==> config.mk <==
export PLATFORM = sky130hd
export DESIGN_NAME = sonar_weighted_obstacle_avoid_top
export DESIGN_NICKNAME = d
export VERILOG_FILES = /design/src/rtl/swoa_pkg.sv /design/src/rtl/sonar_weighted_obstacle_avoid_top.sv /design/src/rtl/swoa_accum.sv /design/src/rtl/swoa_steer.sv
export SDC_FILE = /design/constraint.sdc
export NUM_CORES = 1
export LEC_CHECK = 0
export BUFFER_PORTS_ARGS = -buffer_cell sky130_fd_sc_hd__buf_2
export CAP_MARGIN = 20
export CORE_MARGIN = 1.5
export CORE_UTILIZATION = 39
export CTS_BUF_LIST = sky130_fd_sc_hd__clkbuf_16
export CTS_CLUSTER_SIZE = 24
export DETAILED_ROUTE_END_ITERATION = 6
export PLACE_DENSITY = 0.62
export RECOVER_POWER = 25
export SYNTH_ARGS = -nofsm -noshare
export SYNTH_HDL_FRONTEND = slang
export SYNTH_SLANG_ARGS = --single-unit
==> constraint.sdc <==
create_clock -name i_clk -period 13.1 [get_ports i_clk]
set_input_delay 0.655 -clock i_clk [delete_from_list [all_inputs] [get_ports i_clk]]
set_output_delay 0.655 -clock i_clk [all_outputs]
set_load 0.01 [all_outputs]
==> src/rtl/swoa_pkg.sv <==
`default_nettype none

package swoa_pkg;

    // sonar front end
    localparam int NUM_SONARS   = 16;
    localparam int READING_BITS = 10;
    localparam int IDX_W        = 4;

    // sums and nearness modifier
    localparam int SUM_W     = 21;
    localparam int MODV_W    = 10;
    localparam int WEIGHT_W  = 10;
    localparam int PROD_W    = MODV_W + WEIGHT_W;
    localparam int SCALED_W  = READING_BITS + 14;
    localparam int MOD_OFFSET = 9216;
    localparam int MOD_SCALE  = 10 * 1024;

    // configuration
    localparam int CFG_DATA_W = 11;
    localparam int CFG_ADDR_W = 2;
    localparam int SPEED_IN_W = 11;
    localparam int PERIOD_W   = 7;
    localparam int SPEED_W    = 12;
    localparam int MODE_W     = 2;
    localparam int LED_W      = 2;

    localparam logic [CFG_ADDR_W-1:0] CFG_THRESHOLD = 2'd0;
    localparam logic [CFG_ADDR_W-1:0] CFG_CRUISE    = 2'd1;
    localparam logic [CFG_ADDR_W-1:0] CFG_TURN      = 2'd2;
    localparam logic [CFG_ADDR_W-1:0] CFG_PERIOD    = 2'd3;

    localparam logic [CFG_DATA_W-1:0] THRESHOLD_RST = 11'd100;
    localparam logic [SPEED_IN_W-1:0] CRUISE_RST    = 11'd1341;
    localparam logic [SPEED_IN_W-1:0] TURN_RST      = 11'd939;
    localparam logic [PERIOD_W-1:0]   PERIOD_RST    = 7'd70;

    // heading modes
    localparam logic [MODE_W-1:0] MODE_FWD   = 2'd0;
    localparam logic [MODE_W-1:0] MODE_LEFT  = 2'd1;
    localparam logic [MODE_W-1:0] MODE_RIGHT = 2'd2;

    localparam logic [LED_W-1:0] LED_LAST = 2'd2;

    localparam int IN_DATA_W  = 16;
    localparam int OUT_DATA_W = 32;

    typedef struct packed {
        logic lhit;
        logic rhit;
    } t_hits;

    typedef struct packed {
        logic [LED_W-1:0]          active_led;
        logic [MODE_W-1:0]         heading_mode;
        logic signed [SPEED_W-1:0] right_speed;
        logic signed [SPEED_W-1:0] left_speed;
    } t_result;

    function automatic logic [WEIGHT_W-1:0] weight_left(input logic [IDX_W-1:0] idx);
        logic [WEIGHT_W-1:0] w;
        case (idx)
            4'd0:    w = 10'd150;
            4'd1:    w = 10'd200;
            4'd2:    w = 10'd300;
            4'd3:    w = 10'd600;
            default: w = '0;
        endcase
        return w;
    endfunction

    function automatic logic [WEIGHT_W-1:0] weight_right(input logic [IDX_W-1:0] idx);
        logic [WEIGHT_W-1:0] w;
        case (idx)
            4'd4:    w = 10'd600;
            4'd5:    w = 10'd300;
            4'd6:    w = 10'd200;
            4'd7:    w = 10'd150;
            default: w = '0;
        endcase
        return w;
    endfunction

endpackage

`default_nettype wire

==> src/rtl/sonar_weighted_obstacle_avoid_top.sv <==
// sonar weighted obstacle avoidance controller
//
// input stream: one sonar sample per request. tdata carries the raw reading,
// tuser the sonar index, tlast marks the final sample of a control scan.
// output stream: one result per scan, carrying signed q4.8 wheel speeds,
// the new heading mode and the lit led index.
// config: write enable, register index and data; the user must see that they are
// written only while idle, as the block itself does not enforce it.
// a sample is registered on accept and folded into the left and right sums
// as it leaves the input register; the block takes one sample every cycle
// unless a final sample waits behind an unaccepted result. a result is put
// in the output register as its tlast sample leaves the input register; the
// rate is set by the combinational weight, add and compare path between them.
// when the receiver stalls the result holds in the output register; the
// input side keeps taking non-final samples, and stops only when a final
// sample must wait behind an unaccepted result.
// reset clears the sums, the mode (forward), the scan count and the led,
// and loads the register defaults.
`default_nettype none

module sonar_weighted_obstacle_avoid_top
    import swoa_pkg::*;
(
    input  wire logic                  i_clk,
    input  wire logic                  i_rst_n,
    input  wire logic                  i_s_tvalid,
    output logic                       o_s_tready,
    input  wire logic [IN_DATA_W-1:0]  i_s_tdata,   // [9:0] sensor_reading
    input  wire logic [IDX_W-1:0]      i_s_tuser,   // [3:0] sensor_index
    input  wire logic                  i_s_tlast,   // scan_last
    output logic                       o_m_tvalid,
    input  wire logic                  i_m_tready,
    // [11:0] left_speed, [23:12] right_speed, [25:24] heading_mode, [27:26] active_led
    output logic [OUT_DATA_W-1:0]      o_m_tdata,
    input  wire logic                  i_cfg_wr_en,
    input  wire logic [CFG_ADDR_W-1:0] i_cfg_addr,
    input  wire logic [CFG_DATA_W-1:0] i_cfg_data
);

    logic [CFG_DATA_W-1:0]   r_threshold;
    logic [SPEED_IN_W-1:0]   r_cruise;
    logic [SPEED_IN_W-1:0]   r_turn;
    logic [PERIOD_W-1:0]     r_period;

    logic                    r_in_valid;
    logic [IDX_W-1:0]        r_in_idx;
    logic [READING_BITS-1:0] r_in_reading;
    logic                    r_in_last;

    logic                    r_out_valid;
    t_result                 r_out;

    logic                    w_accept;
    logic                    w_adv;
    logic                    w_scan_end;
    t_hits                   w_hits;
    t_result                 w_result;

    assign w_adv      = r_in_valid && (!r_in_last || !r_out_valid || i_m_tready);
    assign w_scan_end = w_adv && r_in_last;
    assign o_s_tready = !r_in_valid || w_adv;
    assign w_accept   = i_s_tvalid && o_s_tready;

    always_ff @(posedge i_clk) begin
        if (!i_rst_n) begin
            r_threshold <= THRESHOLD_RST;
            r_cruise    <= CRUISE_RST;
            r_turn      <= TURN_RST;
            r_period    <= PERIOD_RST;
        end else if (i_cfg_wr_en) begin
            unique case (i_cfg_addr)
                CFG_THRESHOLD: r_threshold <= i_cfg_data;
                CFG_CRUISE:    r_cruise    <= i_cfg_data;
                CFG_TURN:      r_turn      <= i_cfg_data;
                CFG_PERIOD:    r_period    <= i_cfg_data[PERIOD_W-1:0];
                default:       ;
            endcase
        end
    end

    always_ff @(posedge i_clk) begin
        if (!i_rst_n) begin
            r_in_valid <= 1'b0;
        end else if (w_accept) begin
            r_in_valid <= 1'b1;
        end else if (w_adv) begin
            r_in_valid <= 1'b0;
        end
    end

    always_ff @(posedge i_clk) begin
        if (w_accept) begin
            r_in_idx     <= i_s_tuser;
            r_in_reading <= i_s_tdata[READING_BITS-1:0];
            r_in_last    <= i_s_tlast;
        end
    end

    swoa_accum u_accum (
        .i_clk       (i_clk),
        .i_rst_n     (i_rst_n),
        .i_fire      (w_adv),
        .i_idx       (r_in_idx),
        .i_reading   (r_in_reading),
        .i_last      (r_in_last),
        .i_threshold (r_threshold),
        .o_hits      (w_hits)
    );

    swoa_steer u_steer (
        .i_clk      (i_clk),
        .i_rst_n    (i_rst_n),
        .i_scan_end (w_scan_end),
        .i_hits     (w_hits),
        .i_cruise   (r_cruise),
        .i_turn     (r_turn),
        .i_period   (r_period),
        .o_result   (w_result)
    );

    always_ff @(posedge i_clk) begin
        if (!i_rst_n) begin
            r_out_valid <= 1'b0;
        end else if (w_scan_end) begin
            r_out_valid <= 1'b1;
        end else if (i_m_tready) begin
            r_out_valid <= 1'b0;
        end
    end

    always_ff @(posedge i_clk) begin
        if (w_scan_end) begin
            r_out <= w_result;
        end
    end

    assign o_m_tvalid = r_out_valid;
    assign o_m_tdata  = OUT_DATA_W'(r_out);

`ifndef SYNTHESIS
    // a new result only follows a final sample leaving the input register
    a_result_source: assert property (@(posedge i_clk) disable iff (!i_rst_n)
        $rose(o_m_tvalid) |-> $past(w_scan_end))
        else $error("result without a scan end");

    // forward mode drives both wheels at the same speed
    a_forward_equal: assert property (@(posedge i_clk) disable iff (!i_rst_n)
        o_m_tvalid && r_out.heading_mode == MODE_FWD |->
        r_out.left_speed == r_out.right_speed)
        else $error("forward speeds differ");

    // turning spins in place
    a_turn_opposite: assert property (@(posedge i_clk) disable iff (!i_rst_n)
        o_m_tvalid && r_out.heading_mode != MODE_FWD |->
        r_out.left_speed == -r_out.right_speed)
        else $error("turn speeds not opposite");

    // a final sample never overwrites a result that is still waiting
    a_no_overwrite: assert property (@(posedge i_clk) disable iff (!i_rst_n)
        w_scan_end |-> !r_out_valid || i_m_tready)
        else $error("result overwritten");

    // a held sample stays in the input register
    a_hold_input: assert property (@(posedge i_clk) disable iff (!i_rst_n)
        r_in_valid && !w_adv |=> r_in_valid && $stable(r_in_last))
        else $error("held sample lost");
`endif

endmodule

`default_nettype wire

==> src/rtl/swoa_accum.sv <==
`default_nettype none

module swoa_accum
    import swoa_pkg::*;
(
    input  wire logic                    i_clk,
    input  wire logic                    i_rst_n,
    input  wire logic                    i_fire,
    input  wire logic [IDX_W-1:0]        i_idx,
    input  wire logic [READING_BITS-1:0] i_reading,
    input  wire logic                    i_last,
    input  wire logic [CFG_DATA_W-1:0]   i_threshold,
    output t_hits                        o_hits
);

    logic [SUM_W-1:0]    r_left_sum;
    logic [SUM_W-1:0]    r_right_sum;
    logic [SUM_W-1:0]    n_left_sum;
    logic [SUM_W-1:0]    n_right_sum;
    logic [SCALED_W-1:0] w_scaled;
    logic [SCALED_W-1:0] w_near;
    logic [MODV_W-1:0]   w_modv;
    logic [PROD_W-1:0]   w_lprod;
    logic [PROD_W-1:0]   w_rprod;
    logic [SUM_W:0]      w_lsum;
    logic [SUM_W:0]      w_rsum;
    logic [SUM_W-1:0]    w_thr;
    logic                w_in_range;

    // nearness modifier, floored at zero and capped to ten bits
    assign w_scaled = SCALED_W'((SCALED_W'(i_reading) * SCALED_W'(MOD_SCALE)) >> READING_BITS);
    assign w_near   = (w_scaled > SCALED_W'(MOD_OFFSET)) ?
                      (w_scaled - SCALED_W'(MOD_OFFSET)) : '0;
    assign w_modv   = (w_near > SCALED_W'({MODV_W{1'b1}})) ? {MODV_W{1'b1}} :
                      w_near[MODV_W-1:0];

    assign w_in_range = int'(i_idx) < NUM_SONARS;
    assign w_lprod = w_in_range ? PROD_W'(w_modv) * PROD_W'(weight_left(i_idx)) : '0;
    assign w_rprod = w_in_range ? PROD_W'(w_modv) * PROD_W'(weight_right(i_idx)) : '0;

    assign w_lsum = {1'b0, r_left_sum} + (SUM_W+1)'(w_lprod);
    assign w_rsum = {1'b0, r_right_sum} + (SUM_W+1)'(w_rprod);

    assign n_left_sum  = w_lsum[SUM_W] ? {SUM_W{1'b1}} : w_lsum[SUM_W-1:0];
    assign n_right_sum = w_rsum[SUM_W] ? {SUM_W{1'b1}} : w_rsum[SUM_W-1:0];

    assign w_thr       = {i_threshold, 10'b0};
    assign o_hits.lhit = n_left_sum > w_thr;
    assign o_hits.rhit = n_right_sum > w_thr;

    always_ff @(posedge i_clk) begin
        if (!i_rst_n) begin
            r_left_sum  <= '0;
            r_right_sum <= '0;
        end else if (i_fire) begin
            if (i_last) begin
                r_left_sum  <= '0;
                r_right_sum <= '0;
            end else begin
                r_left_sum  <= n_left_sum;
                r_right_sum <= n_right_sum;
            end
        end
    end

endmodule

`default_nettype wire

==> src/rtl/swoa_steer.sv <==
`default_nettype none

module swoa_steer
    import swoa_pkg::*;
(
    input  wire logic                  i_clk,
    input  wire logic                  i_rst_n,
    input  wire logic                  i_scan_end,
    input  wire t_hits                 i_hits,
    input  wire logic [SPEED_IN_W-1:0] i_cruise,
    input  wire logic [SPEED_IN_W-1:0] i_turn,
    input  wire logic [PERIOD_W-1:0]   i_period,
    output t_result                    o_result
);

    logic [MODE_W-1:0]   r_mode;
    logic [MODE_W-1:0]   n_mode;
    logic [PERIOD_W-1:0] r_scan_cnt;
    logic [PERIOD_W-1:0] n_scan_cnt;
    logic [LED_W-1:0]    r_led;
    logic [LED_W-1:0]    n_led;
    logic [PERIOD_W-1:0] w_cnt_inc;
    logic signed [SPEED_W-1:0] w_cs;
    logic signed [SPEED_W-1:0] w_ts;
    logic signed [SPEED_W-1:0] n_left;
    logic signed [SPEED_W-1:0] n_right;

    assign w_cs = SPEED_W'(i_cruise);
    assign w_ts = SPEED_W'(i_turn);

    always_comb begin
        unique case (r_mode) inside
            MODE_LEFT, MODE_RIGHT: begin
                if (i_hits.lhit || i_hits.rhit) begin
                    n_mode  = r_mode;
                    n_left  = (r_mode == MODE_LEFT) ? w_ts : -w_ts;
                    n_right = (r_mode == MODE_LEFT) ? -w_ts : w_ts;
                end else begin
                    n_mode  = MODE_FWD;
                    n_left  = w_cs;
                    n_right = w_cs;
                end
            end
            default: begin
                // forward, and the unused code behaves the same
                if (i_hits.lhit) begin
                    n_mode  = MODE_LEFT;
                    n_left  = w_ts;
                    n_right = -w_ts;
                end else if (i_hits.rhit) begin
                    n_mode  = MODE_RIGHT;
                    n_left  = -w_ts;
                    n_right = w_ts;
                end else begin
                    n_mode  = MODE_FWD;
                    n_left  = w_cs;
                    n_right = w_cs;
                end
            end
        endcase
    end

    assign w_cnt_inc = r_scan_cnt + PERIOD_W'(1);

    always_comb begin
        if (w_cnt_inc >= i_period) begin
            n_scan_cnt = '0;
            n_led      = (r_led == LED_LAST) ? '0 : r_led + LED_W'(1);
        end else begin
            n_scan_cnt = w_cnt_inc;
            n_led      = r_led;
        end
    end

    assign o_result.left_speed   = n_left;
    assign o_result.right_speed  = n_right;
    assign o_result.heading_mode = n_mode;
    assign o_result.active_led   = n_led;

    always_ff @(posedge i_clk) begin
        if (!i_rst_n) begin
            r_mode     <= MODE_FWD;
            r_scan_cnt <= '0;
            r_led      <= '0;
        end else if (i_scan_end) begin
            r_mode     <= n_mode;
            r_scan_cnt <= n_scan_cnt;
            r_led      <= n_led;
        end
    end

endmodule

`default_nettype wire

==> flow_summary.json <==
{
  "postPlaceCellArea_sq_mm": 0.0156,
  "r2r_cells": 42,
  "grt_usage": 0.198,
  "power.density_mw_per_mm2": 70.3,
  "setup-violations-final": 0,
  "avgSynthCellArea_sq_um": 8.61,
  "finalCritPeriodShare": 0.907,
  "slowest_delay_ns": 0.79,
  "grt.busiest_layer": "met2",
  "path_clk_slew_ns": 0.07,
  "hold_buffers": 0,
  "report.final.hold_viol_count": 0,
  "place_congestion": 0.898,
  "first_pass_iters": 7,
  "status": "finished with violations",
  "portBuffers": 62,
  "fmax_mhz": 84.2,
  "rsz0062_at_grt": "no",
  "gr-usage-met3": 0.0332,
  "viasPerCell": 5.15,
  "grt_overflow_total": 0,
  "yosysTopAreaCell": "fa_1",
  "cts_resized": 0,
  "io_pins": 73,
  "arrival_ns": 12.07,
  "ys.warnings.count": 0,
  "drive_gt1_frac": 0.0732,
  "worstPathMaxFanout": 13,
  "ir_drop_v": 0.000125,
  "wl_mm": 36.7,
  "tns_ns": 0,
  "worst-slew-pin-transition_ns": 3.74,
  "critPathKind": "flip-flop to flip-flop",
  "crit_slowest_cell": "o21bai_1",
  "ant_nets": 0,
  "antenna_cells": 0,
  "critPathLaunchType": "flip-flop",
  "fillerInstances": 3711,
  "drt-wirelength-per-cell_um": 16.1,
  "clock_latency_ns": 0.44,
  "fin_nets": 2109,
  "drt_first_iter_violations": 717,
  "post-synth-top-area-fraction": 0.198,
  "async_reset_ff_frac": 0,
  "placeableCoreArea_sq_mm": 0.0376,
  "dieHeight_um": 198,
  "crit_required_ns": 13.29,
  "p_leak_nw": 7.88,
  "syn_area_sq_mm": 0.0148,
  "end_kind": "flip-flop",
  "cts_tree": "built",
  "initial_core_util": 0.395,
  "final_common_cell": "inv_1",
  "synth_ff_type": "dfxtp_1",
  "final_cell_mix": "275 x inv_1, 236 x nand2_1, 173 x ha_1, 147 x fa_1, 135 x nor2_1",
  "r2r_start": "r_in_reading[1]",
  "grt_pass1_vias": 11800,
  "fp-row-count": 71,
  "ys_ff_latch": 137,
  "hold_class": "input pin to flip-flop",
  "h-tree-depth": 4,
  "cts.path.max_buffers": 2,
  "slew_violations": 94,
  "relSlewSlack": -1.49,
  "root_buffer": "clkbuf_16",
  "yosys-top-cells-area": "fa_1 20%, ha_1 15%, dfxtp_1 13%, edfxtp_1 8.5%, inv_1 6.9%",
  "cts_setup_buffers": 0,
  "fin_area_sq_mm": 0.0161,
  "violations": "capacitance limit, slew limit",
  "placedCellCount": 2242,
  "finalNonFillerCells": 2274,
  "synthCells": 1723,
  "grt_start_max_net_pins": 94,
  "r2r-end": "o_m_tdata[10]",
  "use_met2": 0.320,
  "min_period_ns": 11.88,
  "crit_end": "o_m_tdata[10]",
  "dr_total_vias": 11700,
  "fp.dieArea_sq_mm": 0.0392,
  "grt_pass1_wl_mm": 60.8,
  "area_delta_synth_final_pct": 8.86,
  "tritoncts.num_buffers": 17,
  "die_w_um": 198,
  "post-dp-hpwl_mm": 29.0,
  "ys_seq_area_frac": 0.213,
  "drc": 0,
  "antenna_found_initial": 0,
  "skew_ns": 0.0187,
  "grtUsageMet1": 0.270,
  "synth_edf_count": 42,
  "drv_cap": 1,
  "cpMostUsedCell": "fa_1",
  "cp-startpoint": "r_in_reading[1]",
  "utilization": 0.430,
  "clock-sinks": 137,
  "synth.distinct_cells": 77,
  "r2r_slack_ns": 1.22,
  "total_power_mw": 1.13
}
worst min-delay path by stage:
stage,slack [ns],endpoint,cells after the start,from
floorplan,0.43,u_accum.r_left_sum[0],2,u_accum.r_left_sum[0]
global placement,0.45,r_cruise[3],2,r_cruise[3]
detailed placement,0.46,r_cruise[3],2,r_cruise[3]
CTS,0.36,r_in_reading[9],1,i_s_tdata[9]
global route,0.37,r_in_reading[9],1,i_s_tdata[9]
finish,0.39,r_in_reading[9],1,i_s_tdata[9]
logic make-up after synthesis:
logic type,share of synthesized area
AND/OR/NAND/NOR,0.166
buffers and inverters,0.0907
adder cells (fa/ha/maj),0.344
AO/OA/AOI/OAI,0.149
flip-flops,0.213
XOR/XNOR,0.0328
multiplexers,0.00354
other,0.000253
worst max-delay path, delay by kind of cell (launching register included):
family	cells	cell delay, ns
adders and majority gates	11	4.24
DFF	1	0.42
xor gates and xnor gates	2	0.56
buffers and inverters	6	0.57
and+or+nand+nor	10	1.99
AOI/OAI and AO/OA	13	3.84
synth_stat cells (25+ instances only):
cell type / n
o21ai_0: 40
a21boi_0: 38
nor2_1: 136
nand2_1: 236
xnor2_1: 28
edfxtp_1: 42
clkbuf_1: 55
xor2_1: 25
ha_1: 173
nand3_1: 28
nor2b_1: 35
a21oi_1: 60
fa_1: 147
inv_1: 274
o211ai_1: 25
a21o_1: 30
dfxtp_1: 95
sequential cells by signal (all words and copies together) (netlist names):
signal               count
r_period                 7
r_in_last                1
r_in_idx                 4
u_accum.r_right_sum     21
o_m_tdata               27
u_steer.r_led            2
r_cruise                11
r_turn                  11
r_in_reading            10
u_steer.r_scan_cnt       7
o_m_tvalid               1
u_steer.r_mode           2
u_accum.r_left_sum      21
r_in_valid               1
r_threshold             11
stage by stage:
stage,hold slack (ns),setup WS (ns)
after floorplan,0.428,2.60
after global placement,0.451,1.32
after detailed placement,0.456,1.25
after CTS,0.357,1.17
after global routing,0.368,0.360
final,0.385,1.22
power by group:
part / internal (mW) / leakage, nW / switching (mW)
logic: 0.0816 / 6.46 / 0.142
clock network: 0.241 / 0.262 / 0.207
registers: 0.450 / 1.16 / 0.0131
total: 0.773 / 7.88 / 0.362
layer usage:
metal  share of wire  routed length, um
met4           0.024                867
met2            0.46              16700
met5               0                  0
met1            0.47              17400
met3           0.045               1660
layout make-up:
cell class | instances | area [sq um] | share of cell area
flip-flops and latches | 137 | 3160 | 0.196
clock inverters | 15 | 101 | 0.00628
multi-input cells | 1240 | 10300 | 0.641
well taps | 511 | 639 | 0.0396
repair buffers | 80 | 438 | 0.0271
inverters | 274 | 1030 | 0.0637
clock buffers | 17 | 425 | 0.0264
No activity file was read; power rests on OpenSTA's default activity.
